## src/hdl/tbcd_pkg.sv

```systemverilog
`default_nettype none

package tbcd_pkg;

	localparam int COUNT_W    = 13;
	localparam int MASK_W     = 12;
	localparam int CHAN_W     = 2;
	localparam int LANE_COUNT = 4;
	localparam int CHAN_COUNT = 4;
	localparam int SLOT_COUNT = CHAN_COUNT * LANE_COUNT;

	localparam logic [COUNT_W-1:0] BASE_MAX        = 13'h1FFF;
	localparam logic [COUNT_W-1:0] THRESHOLD_RESET = 13'd25;

	typedef enum logic [1:0] {
		FUNC_CLEAR = 2'd0,
		FUNC_CAL   = 2'd1,
		FUNC_SENSE = 2'd2,
		FUNC_NONE  = 2'd3
	} func_t;

	typedef logic [COUNT_W-1:0] count_t;

	typedef struct packed {
		logic              fire;
		logic              clear;
		logic              cal_add;
		logic              cal_fail;
		logic              failed;
		logic [CHAN_W-1:0] chan;
	} lane_ctrl_t;

	typedef struct packed {
		logic [MASK_W-1:0] touch_mask;
		logic              frame_done;
		logic              cal_failed;
	} result_t;

endpackage

`default_nettype wire

```

## src/hdl/tbcd_acq_if.sv

```systemverilog
`default_nettype none

interface tbcd_acq_if;
	import tbcd_pkg::*;

	logic              valid;
	logic              ready;
	logic [1:0]        func;
	logic [CHAN_W-1:0] channel;
	logic              max_count_error;
	count_t            count_a;
	count_t            count_b;
	count_t            count_c;
	count_t            count_d;

	modport source (
		output valid, func, channel, max_count_error, count_a, count_b, count_c, count_d,
		input  ready
	);
	modport sink (
		input  valid, func, channel, max_count_error, count_a, count_b, count_c, count_d,
		output ready
	);

endinterface

`default_nettype wire

```

## src/hdl/tbcd_result_if.sv

```systemverilog
`default_nettype none

interface tbcd_result_if;
	import tbcd_pkg::*;

	logic              valid;
	logic              ready;
	logic [MASK_W-1:0] touch_mask;
	logic              frame_done;
	logic              cal_failed;

	modport source (
		output valid, touch_mask, frame_done, cal_failed,
		input  ready
	);
	modport sink (
		input  valid, touch_mask, frame_done, cal_failed,
		output ready
	);

endinterface

`default_nettype wire

```

## src/hdl/tbcd_cfg_if.sv

```systemverilog
`default_nettype none

interface tbcd_cfg_if;
	import tbcd_pkg::*;

	logic   valid;
	logic   ready;
	count_t touch_threshold;

	modport source (
		output valid, touch_threshold,
		input  ready
	);
	modport sink (
		input  valid, touch_threshold,
		output ready
	);

endinterface

`default_nettype wire

```

## src/hdl/tbcd_lane.sv

```systemverilog
`default_nettype none

module tbcd_lane #(
	parameter int CAL_SHIFT    = 3,
	parameter int SENSOR_COUNT = 12,
	parameter int LANE         = 0
) (
	input  wire logic                clk,
	input  wire logic                arst_n,
	input  wire tbcd_pkg::lane_ctrl_t ctrl,
	input  wire tbcd_pkg::count_t     count,
	input  wire tbcd_pkg::count_t     threshold,
	output logic                     hit
);
	import tbcd_pkg::*;

	// One bit wider than a sensor number so a full count of 16 still fits.
	localparam logic [CHAN_W+2:0] SENSOR_LIMIT = (CHAN_W+3)'(SENSOR_COUNT);
	localparam logic [1:0]        LANE_IDX     = 2'(LANE);

	// One baseline per channel for this group position.
	count_t bank_q [CHAN_COUNT];

	count_t            base;
	count_t            drop;
	logic [COUNT_W:0]  sum;
	count_t            sat;
	logic [CHAN_W+1:0] idx;
	logic              in_range;
	logic              below;

	always_comb begin
		base     = bank_q[ctrl.chan];
		drop     = base - count;
		below    = (count < base) && (drop > threshold);
		sum      = {1'b0, base} + {1'b0, count >> CAL_SHIFT};
		sat      = sum[COUNT_W] ? BASE_MAX : sum[COUNT_W-1:0];
		idx      = {ctrl.chan, LANE_IDX};
		in_range = {1'b0, idx} < SENSOR_LIMIT;
		hit      = in_range && (ctrl.failed || below);
	end

	always_ff @(posedge clk or negedge arst_n) begin
		if (!arst_n) begin
			for (int c = 0; c < CHAN_COUNT; c++) bank_q[c] <= '0;
		end else if (ctrl.fire) begin
			if (ctrl.clear) begin
				for (int c = 0; c < CHAN_COUNT; c++) bank_q[c] <= '0;
			end else if (ctrl.cal_fail) begin
				for (int c = 0; c < CHAN_COUNT; c++) bank_q[c] <= BASE_MAX;
			end else if (ctrl.cal_add) begin
				bank_q[ctrl.chan] <= sat;
			end
		end
	end

endmodule

`default_nettype wire

```

## src/hdl/tbcd_merge.sv

```systemverilog
`default_nettype none

module tbcd_merge #(
	parameter int SENSOR_COUNT = 12
) (
	input  wire logic                              clk,
	input  wire logic                              arst_n,
	input  wire logic                              fire,
	input  wire logic [1:0]                        func,
	input  wire logic [tbcd_pkg::CHAN_W-1:0]       chan,
	input  wire logic                              err,
	input  wire logic [tbcd_pkg::LANE_COUNT-1:0]   hits,
	output tbcd_pkg::lane_ctrl_t                   ctrl,
	output logic                                   in_ready,
	output logic                                   out_valid,
	input  wire logic                              out_ready,
	output tbcd_pkg::result_t                      out_data
);
	import tbcd_pkg::*;

	localparam logic [CHAN_W-1:0] LAST_CHANNEL = CHAN_W'((SENSOR_COUNT + 3) / 4 - 1);

	logic                  failed_q;
	logic [SLOT_COUNT-1:0] touch_q;
	logic                  failed_nxt;
	logic [SLOT_COUNT-1:0] touch_nxt;
	logic                  sense;
	logic [3:0]            slot;
	result_t               res;

	result_t out_q;
	result_t skid_q;
	logic    out_valid_q;
	logic    skid_valid_q;

	always_comb begin
		ctrl        = '0;
		ctrl.fire   = fire;
		ctrl.chan   = chan;
		ctrl.failed = failed_q;
		sense       = 1'b0;
		failed_nxt  = failed_q;
		case (func_t'(func))
			FUNC_CLEAR: begin
				ctrl.clear = 1'b1;
				failed_nxt = 1'b0;
			end
			FUNC_CAL: begin
				ctrl.cal_add  = !failed_q && !err;
				ctrl.cal_fail = !failed_q && err;
				if (!failed_q && err) failed_nxt = 1'b1;
			end
			FUNC_SENSE: sense = 1'b1;
			default: ;
		endcase

		// Channel 0 opens a new frame: drop the previous mask.
		touch_nxt = (sense && chan == '0) ? '0 : touch_q;
		for (int j = 0; j < SLOT_COUNT; j++) begin
			slot = 4'(j);
			if (sense && !err && slot[3:2] == chan && hits[slot[1:0]]) touch_nxt[j] = 1'b1;
		end

		res.touch_mask = touch_nxt[MASK_W-1:0];
		res.frame_done = sense && chan == LAST_CHANNEL;
		res.cal_failed = failed_nxt;
	end

	always_ff @(posedge clk or negedge arst_n) begin
		if (!arst_n) begin
			failed_q <= 1'b0;
			touch_q  <= '0;
		end else if (fire) begin
			failed_q <= failed_nxt;
			touch_q  <= touch_nxt;
		end
	end

	// Output register plus one skid entry.
	assign in_ready  = !skid_valid_q;
	assign out_valid = out_valid_q;
	assign out_data  = out_q;

	always_ff @(posedge clk or negedge arst_n) begin
		if (!arst_n) begin
			out_valid_q  <= 1'b0;
			skid_valid_q <= 1'b0;
		end else begin
			if (!out_valid_q || out_ready) begin
				if (skid_valid_q) begin
					skid_valid_q <= 1'b0;
				end else begin
					out_valid_q <= fire;
				end
			end else if (fire) begin
				skid_valid_q <= 1'b1;
			end
		end
	end

	always_ff @(posedge clk) begin
		if (!out_valid_q || out_ready) begin
			if (skid_valid_q) out_q <= skid_q;
			else if (fire) out_q <= res;
		end else if (fire) begin
			skid_q <= res;
		end
	end

endmodule

`default_nettype wire

```

## src/hdl/touch_baseline_calibrate_detect_top.sv

```systemverilog
`default_nettype none

// Capacitive touch baseline calibration and detection.
// acq carries one acquisition item: a function code (clear, calibrate,
// sense), a channel of four sensors and the four group counts.
// result returns one item per accepted acquisition: the touch mask after
// the update, frame_done on a sense of the last channel, and the
// calibration failure flag.
// cfg writes the touch threshold; it is always ready. Write it only while
// no item is in flight.
// Four lanes, one per group position, each hold the baselines of their
// sensors and do the add/saturate and the threshold compare in parallel;
// the merge stage folds their hits into the mask and registers the result.
// Each result is registered in the merge output register, or in the skid
// entry if the receiver stalls. Throughput: one item per cycle unless the
// skid entry is full, set by the baseline read-modify-write in a lane.
// A full skid entry holds acq.ready low until the held result is taken.
// Reset clears baselines, mask and failure flag and loads threshold 25.
module touch_baseline_calibrate_detect_top #(
	parameter int CAL_SHIFT    = 3,
	parameter int SENSOR_COUNT = 12
) (
	input  wire logic     clk,
	input  wire logic     arst_n,
	tbcd_acq_if.sink      acq,
	tbcd_result_if.source result,
	tbcd_cfg_if.sink      cfg
);
	import tbcd_pkg::*;

	count_t                threshold_q;
	logic                  fire;
	logic                  in_ready;
	lane_ctrl_t            ctrl;
	count_t                counts [LANE_COUNT];
	logic [LANE_COUNT-1:0] hits;
	result_t               res;
	logic                  res_valid;

	// Threshold register: take every write.
	assign cfg.ready = 1'b1;

	always_ff @(posedge clk or negedge arst_n) begin
		if (!arst_n) begin
			threshold_q <= THRESHOLD_RESET;
		end else if (cfg.valid) begin
			threshold_q <= cfg.touch_threshold;
		end
	end

	assign acq.ready = in_ready;
	assign fire      = acq.valid && in_ready;

	assign counts[0] = acq.count_a;
	assign counts[1] = acq.count_b;
	assign counts[2] = acq.count_c;
	assign counts[3] = acq.count_d;

	// One lane per group position within a channel.
	for (genvar g = 0; g < LANE_COUNT; g++) begin : g_lane
		tbcd_lane #(
			.CAL_SHIFT    (CAL_SHIFT),
			.SENSOR_COUNT (SENSOR_COUNT),
			.LANE         (g)
		) u_lane (
			.clk       (clk),
			.arst_n    (arst_n),
			.ctrl      (ctrl),
			.count     (counts[g]),
			.threshold (threshold_q),
			.hit       (hits[g])
		);
	end

	// Decode, fold lane hits into the mask, buffer the result.
	tbcd_merge #(
		.SENSOR_COUNT (SENSOR_COUNT)
	) u_merge (
		.clk       (clk),
		.arst_n    (arst_n),
		.fire      (fire),
		.func      (acq.func),
		.chan      (acq.channel),
		.err       (acq.max_count_error),
		.hits      (hits),
		.ctrl      (ctrl),
		.in_ready  (in_ready),
		.out_valid (res_valid),
		.out_ready (result.ready),
		.out_data  (res)
	);

	assign result.valid      = res_valid;
	assign result.touch_mask = res.touch_mask;
	assign result.frame_done = res.frame_done;
	assign result.cal_failed = res.cal_failed;

endmodule

`default_nettype wire

```

## src/flat_wrapper.sv

```systemverilog
// flat-port wrapper written by rule: the top's interface ports become plain ports
module touch_baseline_calibrate_detect_top_flat import tbcd_pkg::*;
#(
	parameter int CAL_SHIFT    = 3,
	parameter int SENSOR_COUNT = 12
)
  (clk, arst_n, acq_valid, acq_func, acq_channel, acq_max_count_error, acq_count_a, acq_count_b, acq_count_c, acq_count_d, acq_ready, result_valid, result_touch_mask, result_frame_done, result_cal_failed, result_ready, cfg_valid, cfg_touch_threshold, cfg_ready);
  tbcd_acq_if acq_i ();
  tbcd_result_if result_i ();
  tbcd_cfg_if cfg_i ();
  input  wire logic clk;
  input  wire logic arst_n;
  input wire logic [$bits(acq_i.valid)-1:0] acq_valid;
  input wire logic [$bits(acq_i.func)-1:0] acq_func;
  input wire logic [$bits(acq_i.channel)-1:0] acq_channel;
  input wire logic [$bits(acq_i.max_count_error)-1:0] acq_max_count_error;
  input wire logic [$bits(acq_i.count_a)-1:0] acq_count_a;
  input wire logic [$bits(acq_i.count_b)-1:0] acq_count_b;
  input wire logic [$bits(acq_i.count_c)-1:0] acq_count_c;
  input wire logic [$bits(acq_i.count_d)-1:0] acq_count_d;
  output wire logic [$bits(acq_i.ready)-1:0] acq_ready;
  output wire logic [$bits(result_i.valid)-1:0] result_valid;
  output wire logic [$bits(result_i.touch_mask)-1:0] result_touch_mask;
  output wire logic [$bits(result_i.frame_done)-1:0] result_frame_done;
  output wire logic [$bits(result_i.cal_failed)-1:0] result_cal_failed;
  input wire logic [$bits(result_i.ready)-1:0] result_ready;
  input wire logic [$bits(cfg_i.valid)-1:0] cfg_valid;
  input wire logic [$bits(cfg_i.touch_threshold)-1:0] cfg_touch_threshold;
  output wire logic [$bits(cfg_i.ready)-1:0] cfg_ready;
  assign acq_i.valid = acq_valid;
  assign acq_i.func = acq_func;
  assign acq_i.channel = acq_channel;
  assign acq_i.max_count_error = acq_max_count_error;
  assign acq_i.count_a = acq_count_a;
  assign acq_i.count_b = acq_count_b;
  assign acq_i.count_c = acq_count_c;
  assign acq_i.count_d = acq_count_d;
  assign acq_ready = acq_i.ready;
  assign result_valid = result_i.valid;
  assign result_touch_mask = result_i.touch_mask;
  assign result_frame_done = result_i.frame_done;
  assign result_cal_failed = result_i.cal_failed;
  assign result_i.ready = result_ready;
  assign cfg_i.valid = cfg_valid;
  assign cfg_i.touch_threshold = cfg_touch_threshold;
  assign cfg_ready = cfg_i.ready;
  touch_baseline_calibrate_detect_top #(.CAL_SHIFT(CAL_SHIFT), .SENSOR_COUNT(SENSOR_COUNT)) u_core (.clk(clk), .arst_n(arst_n), .acq(acq_i), .result(result_i), .cfg(cfg_i));
endmodule
```

## config.mk

```make
export PLATFORM = sky130hd
export DESIGN_NAME = touch_baseline_calibrate_detect_top_flat
export DESIGN_NICKNAME = d
export VERILOG_FILES = /design/src/hdl/tbcd_pkg.sv /design/src/hdl/tbcd_acq_if.sv /design/src/hdl/tbcd_result_if.sv /design/src/hdl/tbcd_cfg_if.sv /design/src/hdl/tbcd_lane.sv /design/src/hdl/tbcd_merge.sv /design/src/hdl/touch_baseline_calibrate_detect_top.sv /design/src/flat_wrapper.sv
export SDC_FILE = /design/constraint.sdc
export NUM_CORES = 1
export LEC_CHECK = 0
export BUFFER_PORTS_ARGS = -buffer_cell sky130_fd_sc_hd__buf_2
export CAP_MARGIN = 5
export CELL_PAD_IN_SITES_DETAIL_PLACEMENT = 1
export CELL_PAD_IN_SITES_GLOBAL_PLACEMENT = 2
export CORE_ASPECT_RATIO = 1.4
export CORE_UTILIZATION = 41
export CTS_CLUSTER_DIAMETER = 100
export DETAILED_ROUTE_END_ITERATION = 12
export MAX_ROUTING_LAYER = met4
export PLACE_DENSITY_LB_ADDON = 0.12
export SETUP_SLACK_MARGIN = 0.2
export SYNTH_ARGS = -nofsm -noshare
export SYNTH_HDL_FRONTEND = slang
export SYNTH_SLANG_ARGS = --single-unit
```

## constraint.sdc

```tcl
create_clock -name clk -period 6.8 [get_ports clk]
set_clock_uncertainty 0.15 [all_clocks]
set_input_delay 0.34 -clock clk [delete_from_list [all_inputs] [get_ports clk]]
set_output_delay 0.34 -clock clk [all_outputs]
set_load 0.05 [all_outputs]
```

==> results of run 1 <==
final timing paths:
check	start	endpoint	slack, ns	cells past startpoint
worst min-delay path	cfg_valid	u_core.threshold_q[4]$_DFFE_PN1P_	0.02	3
worst min register to register	u_core.g_lane[2].u_lane.bank_q[42]$_DFFE_PN0P_	u_core.g_lane[2].u_lane.bank_q[42]$_DFFE_PN0P_	0.33	2
worst max register to register	u_core.g_lane[2].u_lane.bank_q[39]$_DFFE_PN0P_	u_core.u_merge.skid_q[8]$_DFFE_PP_	1.31	19
min in group asynchronous	arst_n	u_core.g_lane[3].u_lane.bank_q[30]$_DFFE_PN0P_	0.35	2
max in group asynchronous	arst_n	u_core.g_lane[1].u_lane.bank_q[5]$_DFFE_PN0P_	4.56	3
worst max-delay path	u_core.g_lane[2].u_lane.bank_q[39]$_DFFE_PN0P_	u_core.u_merge.skid_q[8]$_DFFE_PP_	1.31	19
cells by family after synthesis:
kind of cell    Yosys count  share of synthesized area, %
flops                   264                          39.8
compound gates          608                          23.6
buf+inv                 185                          4.22
fa+ha+maj               152                          11.6
xor+xnor                 58                          2.99
simple gates            386                          10.6
other cells               1                        0.0221
mux                      58                          7.28
repair_timing:
| action | CTS | global route |
|---|---|---|
| setup endpoints to repair | 0 | 0 |
| resized for setup | 0 | 0 |
| hold buffers | 18 | 0 |
| endpoints found under the hold margin | 147 | 0 |
state kept, by name (all words and copies together), names as in the netlist:
name,cells
u_core.u_merge.touch_q,12
u_core.u_merge.failed_q,1
u_core.u_merge.out_valid,1
u_core.u_merge.out_data,14
u_core.g_lane.u_lane.bank_q,208
u_core.threshold_q,13
u_core.u_merge.skid_valid_q,1
u_core.u_merge.skid_q,14
metrics by stage:
step / setup slack (ns) / util, % / area (um2)
finish: 1.31 / 47.4 / 19200
CTS: 1.37 / 47.4 / 19200
floorplan: 1.05 / - / 17000
global route: 0.917 / 47.4 / 19200
global placement: 1.10 / 44.3 / 18000
detailed placement: 0.994 / 44.3 / 18000
per-layer routing:
metal	vias up	part of all wire (%)
met2	278	51
met1	7337	42
met5	-	0
met4	0	4.2
li1	6563	-
met3	92	2.7
critical path, cell delays in order (launching register included):
cell      delay, ns
dfrtp_1        0.40
mux4_2         0.48
inv_1          0.07
ha_1           0.15
inv_1          0.06
fa_1           0.42
a21oi_1        0.18
o21ai_0        0.14
or2_2          0.31
o31ai_1        0.41
o311ai_0       0.19
a21oi_1        0.21
xnor2_1        0.09
ha_1           0.29
nand3_1        0.10
nor3_1         0.28
a221oi_1       0.14
a211oi_1       0.77
nor2_1         0.25
o21ai_0        0.25
power breakdown:
group / total [W] / switching, W / internal [W]
Combinational: 0.00230 / 0.00137 / 0.000933
Clock: 0.00178 / 0.000701 / 0.00108
Sequential: 0.00203 / 0.000163 / 0.00187
cells in the final DEF, fill, tap and decap left out, drive strengths merged, types with 20 or more instances in the layout:
cell type / Yosys / layout
dfrtp: 233 / 233
o21ai: 195 / 195
a21oi: 153 / 153
ha: 144 / 144
nand2: 138 / 138
buf: 13 / 109
a221o: 108 / 108
inv: 104 / 108
nor2: 93 / 93
mux4: 52 / 52
clkbuf: 68 / 40
xnor2: 38 / 38
nand3: 31 / 31
a21o: 28 / 28
nor2b: 28 / 28
edfxtp: 28 / 28
nand2b: 24 / 24
nor3: 23 / 23
xor2: 20 / 20
cell type report:
| cell class | instances | share of cell area, % |
|---|---|---|
| antenna | 1 | 0.0130 |
| clock buffer | 40 | 4.46 |
| clock inverter | 14 | 1.14 |
| inverter | 104 | 2.03 |
| multi-input combinational | 1263 | 49.7 |
| sequential | 264 | 35.1 |
| tap | 534 | 3.47 |
| timing repair buffer | 127 | 4.15 |
==> results.md, run 1 <==
* Status: completed
* Syn. warnings at 0
* Hold_ws at about 0.021 ns
* Cell area after synthesis at roughly 17000 um2
* Syn Nets at 1939
* DRC at 0
* Clk slew on worst S/H paths at around 0.070 ns
* Global-route wire length before repair at 90.4 mm
* Sequential cell area at 6750 um2
* Initial antenna violation count at 0
* Starting Density at 41.8%
* Core area at 40600 um2
* Number of routed nets with antenna violations at 0
* DIE AREA at 42200 um2
* Achievable Freq at roughly 180 MHz
* Mean Syn Cell Area at 9.92 um2
* DP Wirelength at 39.8 mm
* Total grt overflow at 0
* Final Max Tran Viols at 0
* Layout cells sized above 1 at 13.2%
* GP Congestion at 0.866
* FP Rows at 87
* Pwr Density at 318 nW/um2
* Pin count of the biggest net entering global routing at 169
* Fin crit share at 80.7%
* Unique masters post-synth at 70
* Cells after Synth at 1712
* Met2 GRT Util at 48.5%
* H-tree depth at 1
* Vias in the first global route at 15400
* Die H at 243 um
* HP Class: primary input to flop
* Crit Path Class: flop to flop
* Crit path capture type: flop
* Setup tns final at 0 ns
* Final setup fails at 0
* Clock Sinks at 264
* CTS tree: built
* Post-layout min period at 5.49 ns
* Area growth, synth to finish at 13.3%
* Insertion delay to the later sink of the worst-skew pair at just under 0.6 ns
* Max Cap Viol at 0
* Fillcell total at 4525
* Crit path arrival time at 5.75 ns
* Fin. Hold Viols at 0
* Post-DR wirelength/cell at between 20 and 25 um
* Global Route Usage Sum at 28.5%
* Routing usage on met1 at 34.6%
* CP Data Required Time at 7.06 ns
* Slew HR at between 20% and 30%
* Inst Count DP at 2274
* I/O pin count at 92
* Routed via count at 14300
* Met3 usage at 2.24%
* Commonest cells post-synth: dfrtp_1, o21ai_0, a21oi_1, ha_1, nand2_1
* Clock Tree Buf Depth at 3
* Peak supply drop at 195 uV
* Leakage at 8.90 nW
* Critical path peak fanout at 6
* Total power at around 0.0061 W
* Net count, final at 2016
* Most frequent cell after synthesis: dfrtp_1
* Worst slew pin tran at between 1 and 1.5 ns
* Setup Fix Bufs, Post-CTS at 0
* Flops & latches, synth at around 260
* Total Routed Length at 57.3 mm
* Multi-input logic area at ~9600 um2
* Gr busiest metal: met2
* Post-synth EDFFs at 28
* TritonCTS Buffers at 29
* Area leader, netlist: dfrtp_1
* Post-synthesis sequential area ratio at 39.8%
* Synth area leaders: dfrtp_1, ha_1, mux4_2
* Root buf cell: clkbuf_16
* Initial DRT Pass Iterations at 5
* Vias per inst at 6.08
* Buffers on Ports at 90
* Die X at approximately 170 um
* Synth Flop Type: dfrtp_1
* Iter 0 DRT Violations at 920
* Non-filler cells, final at 2347
* CP startpoint kind: flop
* FFs w/ async S/R, synth at 89.4%
* RSZ-0062 raised after global routing: no
* Post-synth top area share at 34.3%
(Power assumes the default switching activity.)
==> run 2, diff against run 1 <==
- ABC_AREA: unset -> 1
- CORE_UTILIZATION: 41 -> 36
- clock period: 6.8 -> 5.7 ns (I/O delays scaled with it)
==> results.md, run 2 <==
* Status: completed
* Commonest non-fill, non-tap cells in the layout: nand2_1, inv_1, dfrtp_1
* Fin. Hold Viols at 0
* Achievable Freq at 219 MHz
* Clk slew on worst S/H paths at about 0.06 ns
* Syn. warnings at 0
* Reg2Reg Launch Point: u_core.g_lane[1].u_lane.bank_q[39]$_DFFE_PN0P_
* Area leader, netlist: dfrtp_1
* Final setup fails at 0
* RSZ-0062 raised after global routing: no
* Cell area after synthesis at 18900 um2
* Clock Tree Buf Depth at 3
* Buffers on Ports at 90
* CP startpoint kind: primary input
* Crit path arrival time at 4.74 ns
* Fin util at about two fifths
* Leakage at 11.8 nW
* Worst slew pin tran at 1.11 ns
* Final Max Tran Viols at 0
* Vias in the first global route at 19400
* Global-route wire length before repair at around 110 mm
* Post-synth top area share at 30.8%
* HP Class: primary input to flop
* Routed via count at between 15000 and 20000
* Unique masters post-synth at 45
* Pwr Density at roughly 360 nW/um2
* Commonest non-fill, non-tap cell in the layout: nand2_1
* H-tree depth at 1
* Total Routed Length at 70.4 mm
* I/O pin count at 92
* Flops & latches, synth at about 260
* CP Data Required Time at 5.88 ns
* Hold Path End: u_core.threshold_q[8]$_DFFE_PN0P_
* Reg2reg end: u_core.u_merge.out_data[3]$_DFFE_PP_
* FFs w/ async S/R, synth at 89.4%
* Synth Flop Type: dfrtp_1
* Max Cap Viol at 0
* Non-filler cells, final at 3457
* Net count, final at 3003
* Fin crit share at 80.0%
* Die X at 196 um
* Die H at around 270 um
* Pin count of the biggest net entering global routing at 122
* Post-synthesis sequential area ratio at 35.7%
* Initial antenna violation count at 2
* Core area at ~52000 um2
* Reg2reg setup slack at ~1.3 ns
* Commonest cells post-synth: nand2_1, inv_1, dfrtp_1, a21oi_1, ha_1
* Cells after Synth at 2693
* Starting Density at 36.4%
* Most frequent cell after synthesis: nand2_1
* Slew HR at between 20% and 30%
* Crit path capture type: flop
* CTS tree: built
* Inst Count DP at 3361
* DP Wirelength at 50.0 mm
* Synth area leaders: dfrtp_1, nand2_1, ha_1
* Diode count at 0
* Number of routed nets with antenna violations at 0
* Global Route Usage Sum at 27.7%
* Fin worst setup slack at 1.14 ns
* Crit Path Class: primary input to flop
* FP Rows at ~100
* Setup tns final at 0 ns
* Initial DRT Pass Iterations at 5
* Post-synth EDFFs at 28
* DRC at 0
* Mean Syn Cell Area at 7.02 um2
* DIE AREA at 53500 um2
* Layout cells sized above 1 at around 8.7%
* Dpl cell area at between 20000 and 25000 um2
* Area growth, synth to finish at 13.8%
* Max reg flops at 208
* Peak supply drop at 251 uV
* Critical path peak fanout at 21
* Worst hold path depth at 2
* Final Cell Area at 21500 um2
* Syn Nets at 2920
* Top reg by flops: u_core.g_lane.u_lane.bank_q
* Vias per inst at 5.24
* Min-delay src: cfg_valid
* Total grt overflow at 0
* TritonCTS Buffers at 31
* Clock Sinks at 264
* Reg2Reg Depth at 24
* Pre-CTS setup slack at 0.552 ns
* Post-CTS Resized at 0
* Post-layout min period at 4.56 ns
* GP Congestion at 0.860
* Insertion delay to the later sink of the worst-skew pair at around 0.59 ns
* Iter 0 DRT Violations at 766
* Root buf cell: clkbuf_16
* Post-DR wirelength/cell at about 20 um
==> run 2: area by class of cell <==
type	instances	area (um2)
clock inverter	21	241
multi-input combinational	2062	10800
timing repair buffer	163	1150
fill	6631	30500
sequential	264	6750
inverter	254	955
tap	656	821
clock buffer	37	838
==> run 2: worst max path at each step <==
stage                               from                               endpoint  slack [ns]  cells past startpoint
after CTS                 acq_channel[1]   u_core.u_merge.out_data[3]$_DFFE_PP_        1.17                     26
after global routing      acq_channel[1]  u_core.u_merge.out_data[11]$_DFFE_PP_        0.79                     26
after floorplan           acq_channel[1]  u_core.u_merge.out_data[11]$_DFFE_PP_        1.54                     28
final                     acq_channel[1]   u_core.u_merge.out_data[3]$_DFFE_PP_        1.14                     26
after detailed placement  acq_channel[1]   u_core.u_merge.out_data[3]$_DFFE_PP_        0.55                     26
after global placement    acq_channel[1]   u_core.u_merge.out_data[3]$_DFFE_PP_        0.60                     26
==> run 2: power breakdown <==
part	switching (W)	leakage, nW	total [W]	internal (W)
Combinational	0.00206	7.82	0.00315	0.00109
Sequential	0.000197	3.42	0.00248	0.00228
Clock	0.000881	0.519	0.00212	0.00124
Total	0.00314	11.8	0.00775	0.00461
==> run 2: routing by layer <==
layer / vias to the layer above / track usage [%] / wire, um
li1: 8850 / - / -
met1: 8909 / 34.3 / 31500
met2: 254 / 49.0 / 35500
met3: 90 / 1.97 / 1800
met4: 0 / 6.54 / 1600
met5: - / - / 0
==> run 2: timing repair <==
action,CTS,global route
setup buffers,0,0
endpoints found under the hold margin,127,0
hold buffers,38,0
==> run 2: per-stage QoR <==
stage / hold WS (ns) / power (W)
finish: 0.0393 / 0.00775
global route: 0.0405 / 0.00835
CTS: 0.0106 / 0.00783
detailed placement: 0.271 / 0.00564
global placement: 0.274 / 0.00553
floorplan: -0.161 / 0.00467
==> run 2: worst max-delay path: stages <==
cell	delay, ns
buf_2	0.17
nand2_2	0.11
clkinv_2	0.38
buf_4	0.31
a221oi_1	0.41
ha_1	0.25
inv_1	0.08
fa_1	0.43
nand2_1	0.09
nand2_1	0.09
a21oi_1	0.33
o21ai_0	0.15
xor2_1	0.14
inv_1	0.06
ha_1	0.29
nand2_1	0.07
nor2_1	0.17
nand2_1	0.08
nor3_1	0.18
nor2_1	0.06
nand3_1	0.16
nand2_1	0.13
nand2_1	0.08
nand2_1	0.08
nand2_1	0.07
nand2_1	0.07
==> run 2: logic make-up (layout without fill, tap and decap cells) <==
kind of cell               count (synthesis)  count (layout)  synth area share (%)
adders and majority gates                152             152                  10.4
xor gates and xnor gates                  71              71                  3.29
muxes                                      1               1                0.0595
DFF                                      264             264                  35.7
buffers and inverters                    367             475                  7.54
AOI/OAI and AO/OA                        460             460                  13.7
and+or+nand+nor                         1377            1377                  29.4
other                                      1               1                0.0198
